**config.mk**
```make
export PLATFORM = sky130hd
export DESIGN_NAME = stream_string_replace_top
export DESIGN_NICKNAME = d
export VERILOG_FILES = /design/src/design/sr_pkg.sv /design/src/design/stream_string_replace_top.sv /design/src/design/sr_window.sv /design/src/design/sr_emit.sv
export SDC_FILE = /design/constraint.sdc
export NUM_CORES = 1
export LEC_CHECK = 0
export BUFFER_PORTS_ARGS = -buffer_cell sky130_fd_sc_hd__buf_2
export CAP_MARGIN = 15
export CORE_ASPECT_RATIO = 1.75
export CORE_MARGIN = 2
export CORE_UTILIZATION = 35
export CTS_CLUSTER_SIZE = 12
export DETAILED_ROUTE_END_ITERATION = 8
export PLACE_DENSITY = 0.62
export REMOVE_ABC_BUFFERS = 1
export SLEW_MARGIN = 20
export SYNTH_ARGS = -nofsm -noshare
export SYNTH_HDL_FRONTEND = slang
export SYNTH_SLANG_ARGS = --single-unit
```
**constraint.sdc**
```tcl
create_clock -name clk -period 7.05 [get_ports clk]
set_input_delay 1.41 -clock clk [delete_from_list [all_inputs] [get_ports clk]]
set_output_delay 1.41 -clock clk [all_outputs]
set_load 0.1 [all_outputs]
```
**src/design/sr_pkg.sv**
```systemverilog
// ----------------------------------------------------------------------------
// sr_pkg
// Shared types, codes and helpers for the streaming string replace block.
// ----------------------------------------------------------------------------
package sr_pkg;

  localparam int unsigned CFG_IDX_W = 8;
  localparam int unsigned IDX_W     = 5;

  localparam logic [CFG_IDX_W-1:0] REG_PATTERN_LEN       = 8'd0;
  localparam logic [CFG_IDX_W-1:0] REG_PATTERN_BYTES     = 8'd1;
  localparam logic [CFG_IDX_W-1:0] REG_REPLACEMENT_LEN   = 8'd2;
  localparam logic [CFG_IDX_W-1:0] REG_REPLACEMENT_BYTES = 8'd3;

  localparam logic [7:0] NEWLINE = 8'd10;

  // window control from the sequencer
  typedef struct packed {
    logic       shift;
    logic       append;
    logic       clear;
    logic [7:0] din;
  } win_ctl_t;

  // emitter control from the sequencer
  typedef struct packed {
    logic       push;
    logic       finish;
    logic [7:0] din;
  } em_ctl_t;

  // byte idx of a 64-bit register; bytes past the register read as zero
  function automatic logic [7:0] byte_of(input logic [63:0] word, input logic [IDX_W-1:0] idx);
    logic [7:0] res;
    res = 8'd0;
    if (idx < IDX_W'(8)) res = word[idx[2:0]*8 +: 8];
    return res;
  endfunction

endpackage

```
**src/design/stream_string_replace_top.sv**
```systemverilog
// ----------------------------------------------------------------------------
// stream_string_replace_top
// Streaming find and replace over a byte stream with a held match window.
// ----------------------------------------------------------------------------
//  channel | dir | handshake             | payload
//  in_     | in  | in_tvalid/in_tready   | tdata[7:0] in_byte, tuser end_of_stream
//  out_    | out | out_tvalid/out_tready | tdata[7:0] out_byte, tlast last
//  cfg_    | in  | cfg_valid/cfg_ready   | cfg_index register, cfg_data value
//
// A text byte goes through accept, making room when the window is full, append,
// a compare of each window byte through the single comparator, the bytes dropped or
// replaced, and a closing state. A newline or end of stream goes through accept, a
// flush of the held bytes, the newline for a newline only, and the closing state.
// Reset is synchronous and clears the window count and the sequencer state.
// A stalled output holds the sequencer; configuration is always accepted.
// ----------------------------------------------------------------------------
module stream_string_replace_top #(
  parameter int unsigned MAX_PATTERN     = 8,
  parameter int unsigned MAX_REPLACEMENT = 8
) (
  input  logic                         clk,
  input  logic                         rst_n,
  input  logic                         in_tvalid,
  output logic                         in_tready,
  input  logic [7:0]                   in_tdata,   // [7:0] in_byte
  input  logic                         in_tuser,   // end_of_stream
  output logic                         out_tvalid,
  input  logic                         out_tready,
  output logic [7:0]                   out_tdata,  // [7:0] out_byte
  output logic                         out_tlast,  // last
  input  logic                         cfg_valid,
  output logic                         cfg_ready,
  input  logic [sr_pkg::CFG_IDX_W-1:0] cfg_index,
  input  logic [63:0]                  cfg_data
);
  import sr_pkg::*;

  localparam int unsigned CW = $clog2(MAX_PATTERN + 1);
  localparam int unsigned IW = (MAX_PATTERN > 1) ? $clog2(MAX_PATTERN) : 1;
  localparam int unsigned JW = (MAX_REPLACEMENT > 1) ? $clog2(MAX_REPLACEMENT) : 1;

  typedef enum logic [3:0] {
    S_IDLE, S_PRE, S_APPEND, S_CMP, S_DROP, S_REPL, S_FLUSH, S_NL, S_DONE
  } state_t;

  // configuration registers
  logic [3:0]  pattern_len_r;
  logic [63:0] pattern_bytes_r;
  logic [3:0]  replacement_len_r;
  logic [63:0] replacement_bytes_r;

  assign cfg_ready = 1'b1;

  always_ff @(posedge clk) begin
    if (!rst_n) begin
      pattern_len_r       <= 4'd1;
      pattern_bytes_r     <= '0;
      replacement_len_r   <= 4'd0;
      replacement_bytes_r <= '0;
    end else if (cfg_valid) begin
      case (cfg_index)
        REG_PATTERN_LEN:       pattern_len_r       <= cfg_data[3:0];
        REG_PATTERN_BYTES:     pattern_bytes_r     <= cfg_data;
        REG_REPLACEMENT_LEN:   replacement_len_r   <= cfg_data[3:0];
        REG_REPLACEMENT_BYTES: replacement_bytes_r <= cfg_data;
        default: ;
      endcase
    end
  end

  // effective lengths: zero pattern counts as one, both saturate
  logic [5:0] plen_raw, plen_eff, rlen_eff;
  assign plen_raw = (pattern_len_r == 4'd0) ? 6'd1 : {2'b00, pattern_len_r};
  assign plen_eff = (plen_raw > 6'(MAX_PATTERN)) ? 6'(MAX_PATTERN) : plen_raw;
  assign rlen_eff = ({2'b00, replacement_len_r} > 6'(MAX_REPLACEMENT)) ?
                    6'(MAX_REPLACEMENT) : {2'b00, replacement_len_r};

  // sequencer
  state_t        state_r, state_nxt;
  logic [7:0]    b_r, b_nxt;
  logic          eos_r, eos_nxt;
  logic [IW-1:0] i_r, i_nxt;
  logic [JW-1:0] j_r, j_nxt;

  win_ctl_t      win_ctl;
  em_ctl_t       em_ctl;
  logic          em_ready;
  logic [7:0]    win_head;
  logic [CW-1:0] win_count;
  logic          win_match;
  logic [5:0]    count_w;

  assign count_w = 6'(win_count);

  always_comb begin
    state_nxt = state_r;
    b_nxt     = b_r;
    eos_nxt   = eos_r;
    i_nxt     = i_r;
    j_nxt     = j_r;
    win_ctl   = '0;
    em_ctl    = '0;
    in_tready = 1'b0;
    win_ctl.din = b_r;
    case (state_r)
      S_IDLE: begin
        in_tready = 1'b1;
        if (in_tvalid) begin
          b_nxt   = in_tdata;
          eos_nxt = in_tuser;
          if (in_tuser || in_tdata == NEWLINE) state_nxt = S_FLUSH;
          else state_nxt = S_PRE;
        end
      end
      S_PRE: begin
        // make room when the window is full
        if (win_count == CW'(MAX_PATTERN)) begin
          if (em_ready) begin
            em_ctl.push   = 1'b1;
            em_ctl.din    = win_head;
            win_ctl.shift = 1'b1;
            state_nxt     = S_APPEND;
          end
        end else begin
          state_nxt = S_APPEND;
        end
      end
      S_APPEND: begin
        win_ctl.append = 1'b1;
        i_nxt          = '0;
        state_nxt      = S_CMP;
      end
      S_CMP: begin
        if (win_count == '0) begin
          state_nxt = S_DONE;
        end else if (count_w > plen_eff || !win_match) begin
          state_nxt = S_DROP;
        end else if ((CW'(i_r) + CW'(1)) == win_count) begin
          // window is a prefix; a full match is replaced
          if (count_w == plen_eff) begin
            win_ctl.clear = 1'b1;
            j_nxt         = '0;
            state_nxt     = (rlen_eff != 6'd0) ? S_REPL : S_DONE;
          end else begin
            state_nxt = S_DONE;
          end
        end else begin
          i_nxt = i_r + IW'(1);
        end
      end
      S_DROP: begin
        if (em_ready) begin
          em_ctl.push   = 1'b1;
          em_ctl.din    = win_head;
          win_ctl.shift = 1'b1;
          i_nxt         = '0;
          state_nxt     = S_CMP;
        end
      end
      S_REPL: begin
        if (em_ready) begin
          em_ctl.push = 1'b1;
          em_ctl.din  = byte_of(replacement_bytes_r, IDX_W'(j_r));
          if ((6'(j_r) + 6'd1) == rlen_eff) state_nxt = S_DONE;
          else j_nxt = j_r + JW'(1);
        end
      end
      S_FLUSH: begin
        if (win_count == '0) begin
          state_nxt = eos_r ? S_DONE : S_NL;
        end else if (em_ready) begin
          em_ctl.push   = 1'b1;
          em_ctl.din    = win_head;
          win_ctl.shift = 1'b1;
        end
      end
      S_NL: begin
        if (em_ready) begin
          em_ctl.push = 1'b1;
          em_ctl.din  = NEWLINE;
          state_nxt   = S_DONE;
        end
      end
      S_DONE: begin
        // mark the last byte of this transaction
        if (em_ready) begin
          em_ctl.finish = 1'b1;
          state_nxt     = S_IDLE;
        end
      end
      default: state_nxt = S_IDLE;
    endcase
  end

  always_ff @(posedge clk) begin
    if (!rst_n) begin
      state_r <= S_IDLE;
    end else begin
      state_r <= state_nxt;
    end
    b_r   <= b_nxt;
    eos_r <= eos_nxt;
    i_r   <= i_nxt;
    j_r   <= j_nxt;
  end

  sr_window #(
    .MAX_PATTERN(MAX_PATTERN),
    .CW         (CW),
    .IW         (IW)
  ) u_window (
    .clk     (clk),
    .rst_n   (rst_n),
    .ctl     (win_ctl),
    .rd_idx  (i_r),
    .cmp_byte(byte_of(pattern_bytes_r, IDX_W'(i_r))),
    .head    (win_head),
    .count   (win_count),
    .match   (win_match)
  );

  sr_emit u_emit (
    .clk       (clk),
    .rst_n     (rst_n),
    .ctl       (em_ctl),
    .ready     (em_ready),
    .out_tvalid(out_tvalid),
    .out_tready(out_tready),
    .out_tdata (out_tdata),
    .out_tlast (out_tlast)
  );

  a_count_bound: assert property (@(posedge clk) disable iff (!rst_n)
    win_count <= CW'(MAX_PATTERN))
    else $error("window count beyond depth");

  a_push_ready: assert property (@(posedge clk) disable iff (!rst_n)
    (em_ctl.push || em_ctl.finish) |-> em_ready)
    else $error("emit while output stage full");

  a_flush_empty: assert property (@(posedge clk) disable iff (!rst_n)
    (state_r == S_DONE && eos_r) |-> (win_count == '0))
    else $error("window not empty after end of stream");

  a_busy_after_accept: assert property (@(posedge clk) disable iff (!rst_n)
    (in_tvalid && in_tready) |=> !in_tready)
    else $error("input accepted while item still in progress");

endmodule

```
**src/design/sr_window.sv**
```systemverilog
// ----------------------------------------------------------------------------
// sr_window
// Held byte window with fill count and the shared byte comparator.
// ----------------------------------------------------------------------------
module sr_window #(
  parameter int unsigned MAX_PATTERN = 8,
  parameter int unsigned CW = $clog2(MAX_PATTERN + 1),
  parameter int unsigned IW = (MAX_PATTERN > 1) ? $clog2(MAX_PATTERN) : 1
) (
  input  logic             clk,
  input  logic             rst_n,
  input  sr_pkg::win_ctl_t ctl,
  input  logic [IW-1:0]    rd_idx,
  input  logic [7:0]       cmp_byte,
  output logic [7:0]       head,
  output logic [CW-1:0]    count,
  output logic             match
);
  import sr_pkg::*;

  logic [7:0]    win_r [MAX_PATTERN];
  logic [CW-1:0] count_r;
  logic [CW-1:0] count_nxt;

  always_comb begin
    count_nxt = count_r;
    if (ctl.clear) begin
      count_nxt = '0;
    end else if (ctl.shift) begin
      count_nxt = count_r - CW'(1);
    end else if (ctl.append) begin
      count_nxt = count_r + CW'(1);
    end
  end

  always_ff @(posedge clk) begin
    if (!rst_n) begin
      count_r <= '0;
    end else begin
      count_r <= count_nxt;
    end
  end

  // storage needs no reset: only the first count entries are read
  always_ff @(posedge clk) begin
    if (ctl.shift) begin
      for (int k = 0; k < int'(MAX_PATTERN) - 1; k++) begin
        win_r[k] <= win_r[k+1];
      end
    end else if (ctl.append) begin
      win_r[count_r[IW-1:0]] <= ctl.din;
    end
  end

  assign head  = win_r[0];
  assign count = count_r;
  assign match = (win_r[rd_idx] == cmp_byte);

endmodule

```
**src/design/sr_emit.sv**
```systemverilog
// ----------------------------------------------------------------------------
// sr_emit
// Output stage: one pending byte plus the output register, so the final
// byte of a transaction group can be marked with tlast.
// ----------------------------------------------------------------------------
module sr_emit (
  input  logic            clk,
  input  logic            rst_n,
  input  sr_pkg::em_ctl_t ctl,
  output logic            ready,
  output logic            out_tvalid,
  input  logic            out_tready,
  output logic [7:0]      out_tdata,   // [7:0] out_byte
  output logic            out_tlast    // last
);
  import sr_pkg::*;

  logic       pend_v_r, pend_v_nxt;
  logic [7:0] pend_byte_r, pend_byte_nxt;
  logic       out_v_r, out_v_nxt;
  logic [7:0] out_byte_r, out_byte_nxt;
  logic       out_last_r, out_last_nxt;
  logic       out_free;

  assign out_free = !out_v_r || out_tready;
  assign ready    = !pend_v_r || out_free;

  always_comb begin
    pend_v_nxt    = pend_v_r;
    pend_byte_nxt = pend_byte_r;
    out_v_nxt     = out_v_r && !out_tready;
    out_byte_nxt  = out_byte_r;
    out_last_nxt  = out_last_r;
    if (ctl.push && ready) begin
      // advance the pending byte; it is not the last one
      if (pend_v_r) begin
        out_v_nxt    = 1'b1;
        out_byte_nxt = pend_byte_r;
        out_last_nxt = 1'b0;
      end
      pend_v_nxt    = 1'b1;
      pend_byte_nxt = ctl.din;
    end else if (ctl.finish && ready && pend_v_r) begin
      out_v_nxt    = 1'b1;
      out_byte_nxt = pend_byte_r;
      out_last_nxt = 1'b1;
      pend_v_nxt   = 1'b0;
    end
  end

  always_ff @(posedge clk) begin
    if (!rst_n) begin
      pend_v_r <= 1'b0;
      out_v_r  <= 1'b0;
    end else begin
      pend_v_r <= pend_v_nxt;
      out_v_r  <= out_v_nxt;
    end
    pend_byte_r <= pend_byte_nxt;
    out_byte_r  <= out_byte_nxt;
    out_last_r  <= out_last_nxt;
  end

  assign out_tvalid = out_v_r;
  assign out_tdata  = out_byte_r;
  assign out_tlast  = out_last_r;

endmodule

```
; ---- Word-level counts from Yosys, hierarchy flattened
; Memory sizes are Yosys's and may differ from the RTL's. A register that Yosys moved wholly into a read port is not among the register bits.
; Cells that the tools add are included.
[op_classes]
shifts = 2
addsub = 6
bitwise_logic = 1
order_cmp = 3
reduce_logical = 33
n_mux = 73
n_eq_ne = 33
[op_table]
columns = operator, count
row1 = variable part select 64 x 7 -> 8 bit, 2
row2 = 2-to-1 mux 4 bit, 21
row3 = 2-to-1 mux 8 bit, 8
row4 = case mux 8 bit (5 select lines), 1
row5 = 2-to-1 mux 3 bit, 13
row6 = case mux 4 bit (9 select lines), 1
row7 = 2-to-1 mux 1 bit, 25
row8 = != test 2 bit (second input constant), 9
row9 = == test 4 x 3 -> 1 bit (second input constant), 4
row10 = == test 8 x 2 -> 1 bit (second input constant), 2
row11 = == test 4 bit, 3
row12 = logical NOT 4 bit, 3
row13 = AND reduction 2 bit, 6
row14 = != test 2 x 1 -> 1 bit (second input constant), 5
row15 = case mux 3 bit (3 select lines), 1
row16 = AND reduction 9 bit, 1
row17 = adder 3 x 1 -> 4 bit (second input constant), 2
row18 = == test 4 x 2 -> 1 bit (second input constant), 2
row19 = == test 4 bit (second input constant), 2
row20 = == test 8 x 1 -> 1 bit (second input constant), 1
row21 = == test 8 x 4 -> 1 bit (second input constant), 1
row22 = == test 8 bit, 1
row23 = greater-than comparator 4 bit (second input constant), 2
row24 = logical NOT 8 bit, 1
row25 = other kinds (21), 34
[totals]
ramBits = 64
reg_bits = 178
in_bits = 86
output_inout_bits = 12
wordCells = 167
memories = 1
[memory_table]
columns = name, words, word_bits, read_ports, rd_clocked_by_memory_dff, wr, line_no
row1 = u_window.win_r, 8, 8, 9, 1, 7, sr_window.sv:21  ; logic [7:0] win_r [MAX_PATTERN];

; ---- Depth between registers and ports, before layout
[logic_depth]
ltp_word = 11
mapped_depth = 15
mapped_depth_nobuf = 12

; ---- Hierarchy
; Synthesis repeated with hierarchy kept, for this count alone.
[hier_totals]
cells_unflattened = 1112
area_unflattened_um2 = 11503.5
[modules_own_cells]
columns = mod, n_inst, cells_per_inst, area_per_inst_um2, seq_area_each_um2
row1 = stream_string_replace_top, 1, 803, 7450.9, 3253.1
row2 = sr_window, 1, 280, 3442.1, 2001.9
row3 = sr_emit, 1, 29, 610.6, 550.5

; ---- Worst setup path after synthesis
; Ideal clock, no wire load.
[synth_path]
kind = flip-flop to output port
from = reg state_r[1]
to = out in_tready
setup_slack_ns = 2.784
n_path_buf = 1
stages_incl_launch_ff = 4
t_arrival_ns = 2.856
required_time_ns = 5.640
path_cell_list = dfxtp_1 > clkbuf_1 > or2_2 > nor3_1
[synth_via]
elab_chain_len = 2
[synth_rtl]
columns = element, line_no
row1 = from (decl), stream_string_replace_top.sv:79  ; state_t state_r, state_nxt;
row2 = from (signal assigned), stream_string_replace_top.sv:199  ; state_r <= state_nxt;
row3 = logical NOT 4 bit, stream_string_replace_top.sv:105  ; case (state_r)
row4 = 2-to-1 mux 1 bit, stream_string_replace_top.sv:105
row5 = to (decl), stream_string_replace_top.sv:24  ; output logic in_tready,
; Every way passes these cells.

; ---- Worst setup path in the final report
[layout_path]
from = in out_tready
to = reg u_window.count_r[3] (netlist: u_window.count[3])
[layout_via]
elab_chain_len = 6
word_cells_on_any_way = 8
cone_classes = mux: 5 / reduce/logical: 3
[layout_rtl]
columns = element, line_no
row1 = from (decl), stream_string_replace_top.sv:28  ; input logic out_tready,
row2 = logical OR 1 bit *, sr_emit.sv:25  ; assign out_free = !out_v_r || out_tready;
row3 = logical OR 1 bit *, sr_emit.sv:26  ; assign ready = !pend_v_r || out_free;
row4 = 2-to-1 mux 1 bit *, "stream_string_replace_top.sv:118, stream_string_replace_top.sv:152, stream_string_replace_top.sv:171"
row5 = "2-to-1 mux 1 bit, on equally long branches", "stream_string_replace_top.sv:169, stream_string_replace_top.sv:117"
row6 = case mux 1 bit (3 select lines) *, stream_string_replace_top.sv:105
row7 = 2-to-1 mux 4 bit / nonzero test 2 bit (equally long branches), n/a
row8 = to (signal assigned), sr_window.sv:40  ; count_r <= count_nxt;
row9 = to (decl), sr_window.sv:22  ; logic [CW-1:0] count_r;
; Every way passes the cells marked *; elsewhere a longest branch is shown, timed or not.
; A chain may end at the register's enable or synchronous reset.

==> results.md <==
* EDFF count, synth at 96
* Slew margin rel. at 31.02%
* Max-cap violations at 0
* Global route overflow at 0
* Mapped Cells at 1,131
* Total wire length at 29,450 um
* Final period util at 53.27%
* Worst-path cell with the longest stage delay: or3_1
* Crit-path max cell delay at 420 ps
* Crit. End Element: flop
* Avg Synthesized Cell Area at 9.992 um^2
* Net Sw Frac at 31.55%
* Wire length of the first global-routing pass at 45,860 um
* Crit path kind: in2reg
* PortBufs at 96
* Row count at 87
* Die height at 241.7 um
* Synth Area in XOR/XNOR at 1.284%
* Synth-to-Final Area Change at 12.15%
* Final HPWL DP at 20,560 um
* Routed len/inst at 18.42 um
* TritonCTS Buffers at 24
* Post-CTS sizing at 0
* Ys Warns at 0
* Number of hold buffers added after cts at 0
* Asr flop ratio synth at 0%
* Number of remaining DRC errors at 0
* RSZ-0062 raised after global routing: no
* CP Launch Type: input port
* Vias post-DR at 8,400
* Design Area, Final at 0.01267 mm^2
* CTS tree: done
* Status: finished, final reports clean
* Clk sinks at 245
* Layout Skew at 18.64 ps
* Worst slew pin tran at 1029 ps
* Largest net degree at the start of global routing at 97
* Worst Path Max Fanout at 23
* Hold Path Class: reg2reg
* Post-CTS Setup Bufs at 0
* Fillers at 3,208
* Critical Path RT at 7450 ps
* Net switching power at 1226 uW
* Pwr Density at 306.5 mW/mm^2
* Routed Antenna Nets at 0
* Adder-cell share of the synthesized area at 1.063%
* Num ports at 98
* CTS max path bufs at 3
* Total GRT Usage at 17.08%
* Synth area leader: dfxtp_1
* Sequential share of power at 45.2%
* Vias in the first global route at 8,446
* Die Wd at 139.8 um
* Drt first pass iters at 5
* Die footprint at 0.03380 mm^2
* Final Hold Fails at 0
* Count of unique library cells instantiated by Yosys at 64
* Worst skew pair latency at 540 ps
* Min Tclk post-route at 3756 ps
* CTS H-tree depth at 1
* Leak at 0.004450 uW
* Number of vias per cell at 5.253
* VDD IR max at 0.0001602 V
* GPL Wtd Cong at 0.9124
* Seq cells post-synth at 245
* F_max at 266.3 MHz
* Post-synthesis compound-gate area fraction at 11.02%
* Synth Area in Simple Gates at 16.12%
* Initial drt markers at 490
* Ranking of synthesized cells by area: dfxtp_1 26%, edfxtp_1 26%, nand2_1 10%
* Multiplexer area fraction after synthesis at 14.17%
* Worst-path clk slew at 60 ps
* Share of layout cells above drive strength 1 at 16.78%
* Logic pwr share at 23.7%
* Initial antenna violation count at 0
* Clock power frac at 31.1%
* Core Region at 0.03200 mm^2
* Register area share after synthesis at 51.90%
* Pins over their slew limit at 0
* Post-synth design cell area at 0.01130 mm^2
* Initial Utilization at 35.31%
* CP cell instances: buf_2 -> inv_1 -> and3_2 -> or3_1 -> or3_1 -> buf_4 -> inv_1 -> ha_1 -> a21o_1 -> a21oi_1 -> nor2_1 -> a21oi_1 -> xor2_1 -> nor2_1
* Endpoints failing setup at 0
* Total negative slack at 0 ps
* Pint at 2659 uW
* Top FF cell, synth: dfxtp_1
* Nets at 1,280
* Placed cell area at 0.01197 mm^2
* Share of the synthesized area in the top cell type at 26.40%
* Hold slack at 422.3 ps
* Root Driver: clkbuf_16
* Largest family of logic cells by synthesized area: simple AND/OR/NAND/NOR gates
* Crit path arrival time at 4160 ps
worst paths after layout:
check	to	depth (start not counted)	slack [ps]	startpoint
max	u_window.count[3]	14	3290	out_tready
min	u_emit.out_tdata[3]	0	420	u_emit.pend_byte_r[3]
max reg2reg	j_r[0]	7	3520	flop
min reg2reg	u_emit.out_tdata[3]	0	420	u_emit.pend_byte_r[3]
synthesized netlist by cell type, types with 4 or more instances:
master,n
nand2_1,303
a21oi_1,174
dfxtp_1,149
edfxtp_1,96
nor2_1,68
clkbuf_1,50
mux2i_1,40
mux4_2,37
o21ai_0,34
inv_1,19
buf_2,13
mux4_1,11
and3_1,9
xor2_1,9
ha_1,8
buf_6,7
nor2b_1,6
nor3_1,6
buf_1,5
nand3_1,5
nor4_1,5
or2_2,5
xnor2_1,5
or3_1,4
metal layers:
metal	global-route usage [%]	part of all wire, %
met5	0	0
met1	18.70	37
met2	32.41	55
met4	7.206	3.8
met3	2.356	4.3
per-stage QoR:
stage,utilization (%),worst slack [ps],total power (uW),std cells
2_1_floorplan,-,2866,2388,1050
3_3_place_gp,37.41,2800,2690,1559
3_5_place_dp,37.41,2733,2709,1559
4_1_cts,39.59,3304,3913,1598
5_1_grt,39.59,3109,4038,1598
6_report,39.60,3294,3884,1599
sequential cells by signal, indices dropped and copies added (netlist names), named ones only:
| name | cells |
|---|---|
| i_r | 3 |
| u_window.count | 4 |
| u_window.win_r | 64 |
| b_r | 8 |
| u_emit.out_tlast | 1 |
| pattern_len_r | 4 |
| u_emit.pend_v_r | 1 |
| pattern_bytes_r | 64 |
| j_r | 3 |
| u_emit.out_tdata | 8 |
| u_emit.pend_byte_r | 8 |
| state_r | 4 |
| u_emit.out_tvalid | 1 |
| replacement_len_r | 4 |
| eos_r | 1 |
| replacement_bytes_r | 64 |
worst max-delay path, delay by kind of cell:
family | cells | cell delay, ps
xor gates and xnor gates | 1 | 180
and+or+nand+nor | 5 | 1130
adders and majority gates | 1 | 290
buffers and inverters | 4 | 630
AOI/OAI and AO/OA | 3 | 520
placed cells by master, fill, tap and decap left out, types with 3 or more instances in the layout:
cell         n
o22ai_1      3
o21a_1       3
and3_1       8
mux2_2       3
or3_1        4
mux4_2      37
inv_1       18
nor2b_1      6
buf_4       13
nor2_1      68
xnor2_1      5
o21ai_1      3
nand2_1    303
nor4_1       5
nand3_1      4
edfxtp_1    96
buf_2       96
o21ai_0     33
or2_2        5
nand3b_1     3
mux2_4       3
ha_1         8
a21oi_1    174
nor3_1       6
xor2_1       9
clkbuf_16   25
mux4_1      11
clkbuf_1    11
dfxtp_1    149
mux2i_1     40
a21o_1       3
cell type report:
cell class | instances | area [um^2] | share of cell area [%]
Multi-Input combinational cell | 786 | 4954 | 39.09
Timing Repair Buffer | 109 | 578.1 | 4.561
Inverter | 19 | 73.82 | 0.5825
Antenna cell | 1 | 2.502 | 0.01975
Tap cell | 400 | 500.5 | 3.949
Clock buffer | 39 | 699.4 | 5.519
Sequential cell | 245 | 5866 | 46.28
cell families (layout without fill, tap and decap cells):
kind of cell | after synthesis | count (layout)
compound gates | 235 | 235
mux | 94 | 94
fa+ha+maj | 9 | 9
simple gates | 432 | 432
other cells | 1 | 2
buf+inv | 100 | 167
flops | 245 | 245
xor+xnor | 15 | 15
power by group through the flow:
stage / Combinational [uW] / Sequential, uW / Clock [uW]
6_report: 922 / 1760 / 1210
5_1_grt: 995 / 1770 / 1280
4_1_cts: 927 / 1760 / 1230
3_5_place_dp: 925 / 1780 / 0
3_3_place_gp: 907 / 1780 / 0
2_1_floorplan: 621 / 1770 / 0
Power figures use the tool's default switching activity.
